$ cat src/rtl/bfth_pkg.sv
// Shared constants and types for the three-hash Bloom filter.
`default_nettype none

package bfth_pkg;

  // Default store size: 2**17 bytes.
  localparam int STORE_BYTE_BITS_DEF = 17;

  // Hash multipliers.
  localparam logic [31:0] HASH_MUL_A = 32'd2654435761;
  localparam logic [31:0] HASH_MUL_B = 32'd2246822519;

  // Key and hash widths, bit select within a byte.
  localparam int KEY_W     = 32;
  localparam int BIT_SEL_W = 3;
  localparam int NUM_HASH  = 3;

  // Configuration register.
  localparam int          CFG_W     = 5;
  localparam logic [4:0]  CFG_RESET = 5'd17;

  // Operation codes; the fourth code is ignored.
  localparam logic [1:0] OP_INSERT = 2'd0;
  localparam logic [1:0] OP_TEST   = 2'd1;
  localparam logic [1:0] OP_CLEAR  = 2'd2;

  // Three hash words of one key.
  typedef logic [NUM_HASH-1:0][KEY_W-1:0] hash_set_t;

  // Control sequencer states.
  typedef enum logic [1:0] {
    ST_CLEAR,
    ST_IDLE,
    ST_ACCESS,
    ST_DONE
  } state_t;

endpackage

`default_nettype wire

$ cat src/rtl/bfth_hash.sv
// Registered hash stage: the key and its two multiplicative hashes.
`default_nettype none

module bfth_hash (
  input  wire logic              clk,
  input  wire logic              load,
  input  wire logic [31:0]       key,
  output bfth_pkg::hash_set_t    hashes
);
  import bfth_pkg::*;

  hash_set_t hashes_r;
  hash_set_t hashes_nxt;

  // Products are taken modulo 2**32.
  always_comb begin
    hashes_nxt[0] = key;
    hashes_nxt[1] = KEY_W'(key * HASH_MUL_A);
    hashes_nxt[2] = KEY_W'(key * HASH_MUL_B);
  end

  // Capture the hashes when a request is taken.
  always_ff @(posedge clk) begin
    if (load) begin
      hashes_r <= hashes_nxt;
    end
  end

  assign hashes = hashes_r;

endmodule

`default_nettype wire

$ cat config.mk
export PLATFORM = sky130hd
export DESIGN_NAME = bfth_hash
export DESIGN_NICKNAME = d
export VERILOG_FILES = /design/src/rtl/bfth_pkg.sv /design/src/rtl/bfth_hash.sv
export SDC_FILE = /design/constraint.sdc
export NUM_CORES = 1
export LEC_CHECK = 0
export ABC_AREA = 1
export BUFFER_PORTS_ARGS = -buffer_cell sky130_fd_sc_hd__buf_2
export CORE_AREA = 5 5 236 215
export DETAILED_ROUTE_END_ITERATION = 8
export DIE_AREA = 0 0 241 220
export SYNTH_ARGS = -nofsm -noshare
export SYNTH_HDL_FRONTEND = slang
export SYNTH_SLANG_ARGS = --single-unit
export TNS_END_PERCENT = 10
$ cat constraint.sdc
create_clock -name clk -period 7 [get_ports clk]
set_input_delay 1.05 -clock clk [delete_from_list [all_inputs] [get_ports clk]]
set_output_delay 1.05 -clock clk [all_outputs]
set_load 0.02 [all_outputs]
==> results_dict.tcl, run 1 <==
set metrics [dict create \
    status "finished clean" \
    slowest_delay_ns 0.56 \
    postPlaceCellArea_sq_um 24890 \
    hold_viol_final 0 \
    htree_levels 3 \
    die_x_um 241 \
    num-nets-final 3405 \
    synth.distinct_cells 39 \
    num_vias 15710 \
    end_kind "register" \
    cts_tree "yes" \
    startpoint "key[16]" \
    dp_hpwl_mm 57.50 \
    fin_area_sq_um 25320 \
    synth_top_area_cell "fa_1" \
    fin_tns_setup_ns 0 \
    yosys_most_used_dff "edfxtp_1" \
    dieArea_sq_um 53020 \
    ff_latch_area_sq_um 2733 \
    crit_top_cell "fa_1" \
    crit_path_end "hashes[91]" \
    cp_max_fo 8 \
    netlist_top_cells_area "fa_1, ha_1, inv_1, edfxtp_1, nand2_1" \
    routed_wirelength_mm 63.35 \
    largest_reg_flops 91 \
    cp.depth 23 \
    core.rowCount 77 \
    worst_pin_slew_ns 0.6691 \
    grt_overflow 0 \
    drv_slew 0 \
    initial_utilization_pct 44.20 \
    drive_above_1_share_pct 18.13 \
    ant_nets 0 \
    crit_type "primary input to register" \
    clkTransAtPathRegs_ns 0.07 \
    cts_root_buffer "clkbuf_16" \
    grt_pass1_wl_mm 97.66 \
    grt_pass1_vias 16960 \
    io_buffers 129 \
    clkSinkCount 91 \
    yosysMostFrequentCell "inv_1" \
    fin_crit_sh_pct 97.77 \
    wl_per_cell_um 19.48 \
    synth-seq-cells 91 \
    critPathBufInv 7 \
    yosys_warnings 0 \
    diodes 0 \
    min_delay_path_depth 1 \
    slew_headroom_pct 55.39 \
    drv_cap 0 \
    syn2layout_area_growth_pct 18.45 \
    cp-start-kind "primary input" \
    synth_enable_flop_cells 91 \
    min_period_ns 6.844 \
    fmax_mhz 146.1 \
    drcViolationCount 0 \
    min_path_type "primary input to register" \
    synth_top_area_share_pct 40.18 \
    cp.arrival_ns 6.99 \
    final-setup-viol-count 0 \
    pin_count 130 \
    rsz0062_at_grt "true" \
    fin_util_pct 52.35 \
    timing.hold.ws_ns 0.8775 \
    holdBufCountCts 0 \
    synthArstFlopShare_pct 0 \
    ys_seq_area_share_pct 12.78 \
    dr.first_iter.drc_count 905 \
    fp.dieH_um 220 \
    cp.required_ns 7.15 \
    syn_area_per_cell_sq_um 9.721 \
    grtUsageTotal_pct 25.01 \
    n_fill_cell 4512 \
    coreArea_sq_um 48360 \
    dr.pass1.iters 5 \
    numCtsBuffers 9 \
    path_cells "buf_2 > ha_1 > inv_1 > fa_1 > inv_1 > fa_1 > fa_1 > fa_1 > inv_1 > fa_1 > fa_1 > fa_1 > inv_1 > ha_1 > nand2_1 > buf_4 > inv_1 > nand2_1 > nor2_4 > nand4_1 > nand3_2 > a21oi_2 > xnor2_1" \
    antenna_found_initial 0 \
    netlist_top_cells_count "inv_1, fa_1, ha_1, nand2_1, edfxtp_1" \
    cp_top_family "adder cells" \
    crit_slowest_cell "fa_1" \
    routabilityCongestion 0.9778 \
    clock_path_buffers 2 \
    syn_nets 2989 \
    grt_max_degree 53 \
    syn_inst 2199 \
    netlist_area_sq_um 21380 \
    post_drt_via_cell_ratio 4.832 \
    multi_input_area_sq_um 15810 \
]
-- metal layers --
metal  global-route usage (%)  wire length, um
met5                        0                0
met2                    41.40            29980
met3                    4.480             3788
met1                    34.24            27840
met4                    6.525             1750
-- layout by cell type, fill, tap and decap left out, drive strengths merged, types with 5 or more instances in the layout --
cell type    n
inv        785
nand2      221
fa         429
nand4        7
edfxtp      91
ha         327
xor2        48
buf        406
clkbuf      13
a21o         5
nand3       54
o21bai       5
xnor2       38
nor2        55
o21ai       35
nor3        10
a21oi       69
-- timing repair --
action | CTS | global route
pin swaps | 0 | 0
buffers inserted | 0 | 1
setup endpoints to repair | 3 | 13
resized for setup | 4 | 29
-- cell families (layout without fill, tap and decap cells) --
kind of cell	count (synthesis)	count (layout)	synth area share (%)
buffers and inverters	785	1206	13.87
adders and majority gates	756	756	59.32
and+or+nand+nor	357	357	7.112
AOI/OAI and AO/OA	124	124	3.389
DFF	91	91	12.78
xor gates and xnor gates	86	86	3.524
-- metrics by stage --
step | std cells | setup slack [ns]
3_3_place_gp | 3235 | -0.6988
5_1_grt | 3252 | -0.08530
3_5_place_dp | 3235 | -0.6525
6_report | 3252 | 0.1562
4_1_cts | 3251 | 0.02052
2_1_floorplan | 2199 | 0.2971
-- final cells by class --
cell class	count	share of cell area, %
tap	632	3.123
clock buffer	9	0.8895
timing repair buffer	410	10.99
sequential	91	10.79
multi-input combinational	1323	62.42
clock inverter	7	0.2174
inverter	780	11.56
-- worst min path at each step --
stage                     startpoint         end  slack (ns)
after floorplan               key[0]   hashes[0]        1.15
after global placement       key[31]  hashes[31]        1.27
after detailed placement     key[31]  hashes[31]        1.28
after CTS                    key[31]  hashes[31]        0.85
after global routing         key[31]  hashes[31]        0.86
final                        key[31]  hashes[31]        0.88
Power of run 1 is not shown: default switching activity piles up to over one toggle a cycle in this logic, so the estimate is an artifact.
==> run 2, diff against run 1 <==
Settings changed: ABC_AREA 1 to unset, CORE_AREA 5 5 236 215 to 5 5 231 211, DIE_AREA 0 0 241 220 to 0 0 236 216.
==> run 2 against run 1 <==
Via count is 9.6% lower. Hold slack worse by 0.010 ns. Global-route usage is 0.10 points lower.
==> results_dict.tcl, run 2 <==
set metrics [dict create \
    synth_top_area_cell "fa_1" \
    post_drt_via_cell_ratio 4.786 \
    syn_area_per_cell_sq_um 10.72 \
    final-setup-viol-count 0 \
    cp.depth 21 \
    yosys_most_used_dff "edfxtp_1" \
    coreArea_sq_um 46080 \
    numCtsBuffers 9 \
    core.rowCount 75 \
    grt_overflow 0 \
    cp_top_family "adder cells" \
    htree_levels 3 \
    holdBufCountCts 0 \
    yosysMostFrequentCell "inv_1" \
    dp_hpwl_mm 54.86 \
    dp.cells 2947 \
    netlist_area_sq_um 20500 \
    mostFrequentLayoutCell "inv_1" \
    min_period_ns 6.902 \
    critPathBufInv 5 \
    drv_cap 0 \
    path_cells "buf_2 > ha_4 > inv_1 > fa_1 > inv_1 > fa_1 > fa_1 > fa_1 > inv_1 > fa_1 > fa_1 > fa_1 > inv_1 > ha_1 > and3_4 > a311o_1 > a22oi_2 > o31ai_4 > nor4_4 > o31ai_2 > xnor2_1" \
    wl_per_cell_um 20.46 \
    drive_above_1_share_pct 22.17 \
    grt_max_degree 54 \
    syn2layout_area_growth_pct 21.15 \
    routed_wirelength_mm 60.70 \
    drv_slew 0 \
    dieArea_sq_um 50980 \
    cts_tree "yes" \
    pin_count 130 \
    routabilityCongestion 0.9517 \
    min_delay_path_depth 1 \
    cp.arrival_ns 7.07 \
    yosys_warnings 0 \
    netlist_top_cells_area "fa_1, ha_1, edfxtp_1, inv_1, xnor2_1" \
    status "finished clean" \
    crit_type "primary input to register" \
    drcViolationCount 0 \
    clock_path_buffers 2 \
    min_path_type "primary input to register" \
    io_buffers 129 \
    dr.pass1.iters 5 \
    cp_max_fo 5 \
    syn_nets 2702 \
    dr.first_iter.drc_count 666 \
    final_cell_count_no_fill 2967 \
    fin_crit_sh_pct 98.60 \
    synth.distinct_cells 57 \
    syn_inst 1912 \
    clkTransAtPathRegs_ns 0.09 \
    synth-seq-cells 91 \
    slew_headroom_pct 54.43 \
    worst_pin_slew_ns 0.6836 \
    fmax_mhz 144.9 \
    grt_pass1_wl_mm 93.95 \
    num_vias 14200 \
    fin_tns_setup_ns 0 \
    num-nets-final 3135 \
    grt_pass1_vias 15850 \
    cp.required_ns 7.17 \
    slowest_delay_ns 0.56 \
    hold_viol_final 0 \
    layout_common_cells "inv_1, fa_1, ha_1" \
    largest_reg_flops 91 \
    cp-start-kind "primary input" \
    fp.dieH_um 216 \
    crit_slowest_cell "fa_1" \
    synth_top_area_share_pct 41.89 \
    cts_root_buffer "clkbuf_16" \
    ant_nets 0 \
    crit_top_cell "fa_1" \
    clkSinkCount 91 \
    die_x_um 236 \
    synthArstFlopShare_pct 0 \
    end_kind "register" \
    synth_enable_flop_cells 91 \
    n_fill_cell 4199 \
    rsz0062_at_grt "true" \
    netlist_top_cells_count "inv_1, fa_1, ha_1, xnor2_1, edfxtp_1" \
    ys_seq_area_share_pct 13.33 \
    grtUsageTotal_pct 24.91 \
    initial_utilization_pct 44.49 \
    antenna_found_initial 2 \
]
==> run 2: logic make-up after synthesis <==
kind of cell               after synthesis  share of synthesized area, %
adders and majority gates              756                         61.85
buffers and inverters                  727                         13.42
xor gates and xnor gates               112                         4.785
DFF                                     91                         13.33
and+or+nand+nor                         98                         2.460
AOI/OAI and AO/OA                      128                         4.157
==> run 2: worst paths after layout <==
check,start,endpoint
setup / recovery,key[15],hashes[95]
hold / removal,key[31],hashes[31]
==> run 2: area by class of cell <==
class | count | area (sq um) | share of cell area (%)
Clock inverter | 7 | 86.33 | 0.3476
Sequential cell | 91 | 2733 | 11.00
Clock buffer | 9 | 225.2 | 0.9068
Tap cell | 616 | 770.7 | 3.103
Inverter | 719 | 2709 | 10.91
Multi-Input combinational cell | 1094 | 15300 | 61.61
Timing Repair Buffer | 430 | 3008 | 12.11
Antenna cell | 1 | 2.502 | 0.01008
==> run 2: stage by stage <==
stage	hold WS, ns	instance area [sq um]	util [%]	worst slack (ns)
6_report	0.8672	24840	53.90	0.09786
5_1_grt	0.8533	24830	53.90	-0.1487
4_1_cts	0.8367	24490	53.15	-0.01840
3_5_place_dp	1.268	24170	52.45	-0.5034
3_3_place_gp	1.257	24170	52.45	-0.4621
2_1_floorplan	1.149	20520	-	0.01309
==> run 2: metal layers <==
| metal | share of wire (%) | wire [um] | up-vias | global-route usage, % |
|---|---|---|---|---|
| li1 | - | - | 6553 | - |
| met1 | 45 | 27550 | 7293 | 34.16 |
| met2 | 47 | 28310 | 288 | 40.89 |
| met3 | 5.5 | 3309 | 64 | 5.080 |
| met4 | 2.5 | 1516 | 2 | 6.289 |
| met5 | 0.012 | 7 | - | 0 |
==> run 2: what timing repair did <==
item,in CTS,in global routing
pin swaps,1,37
setup endpoints to repair,3,19
hold endpoints to repair,0,0
setup buffers,0,3
resized for setup,3,86
Power of run 2 is left out for the same reason.
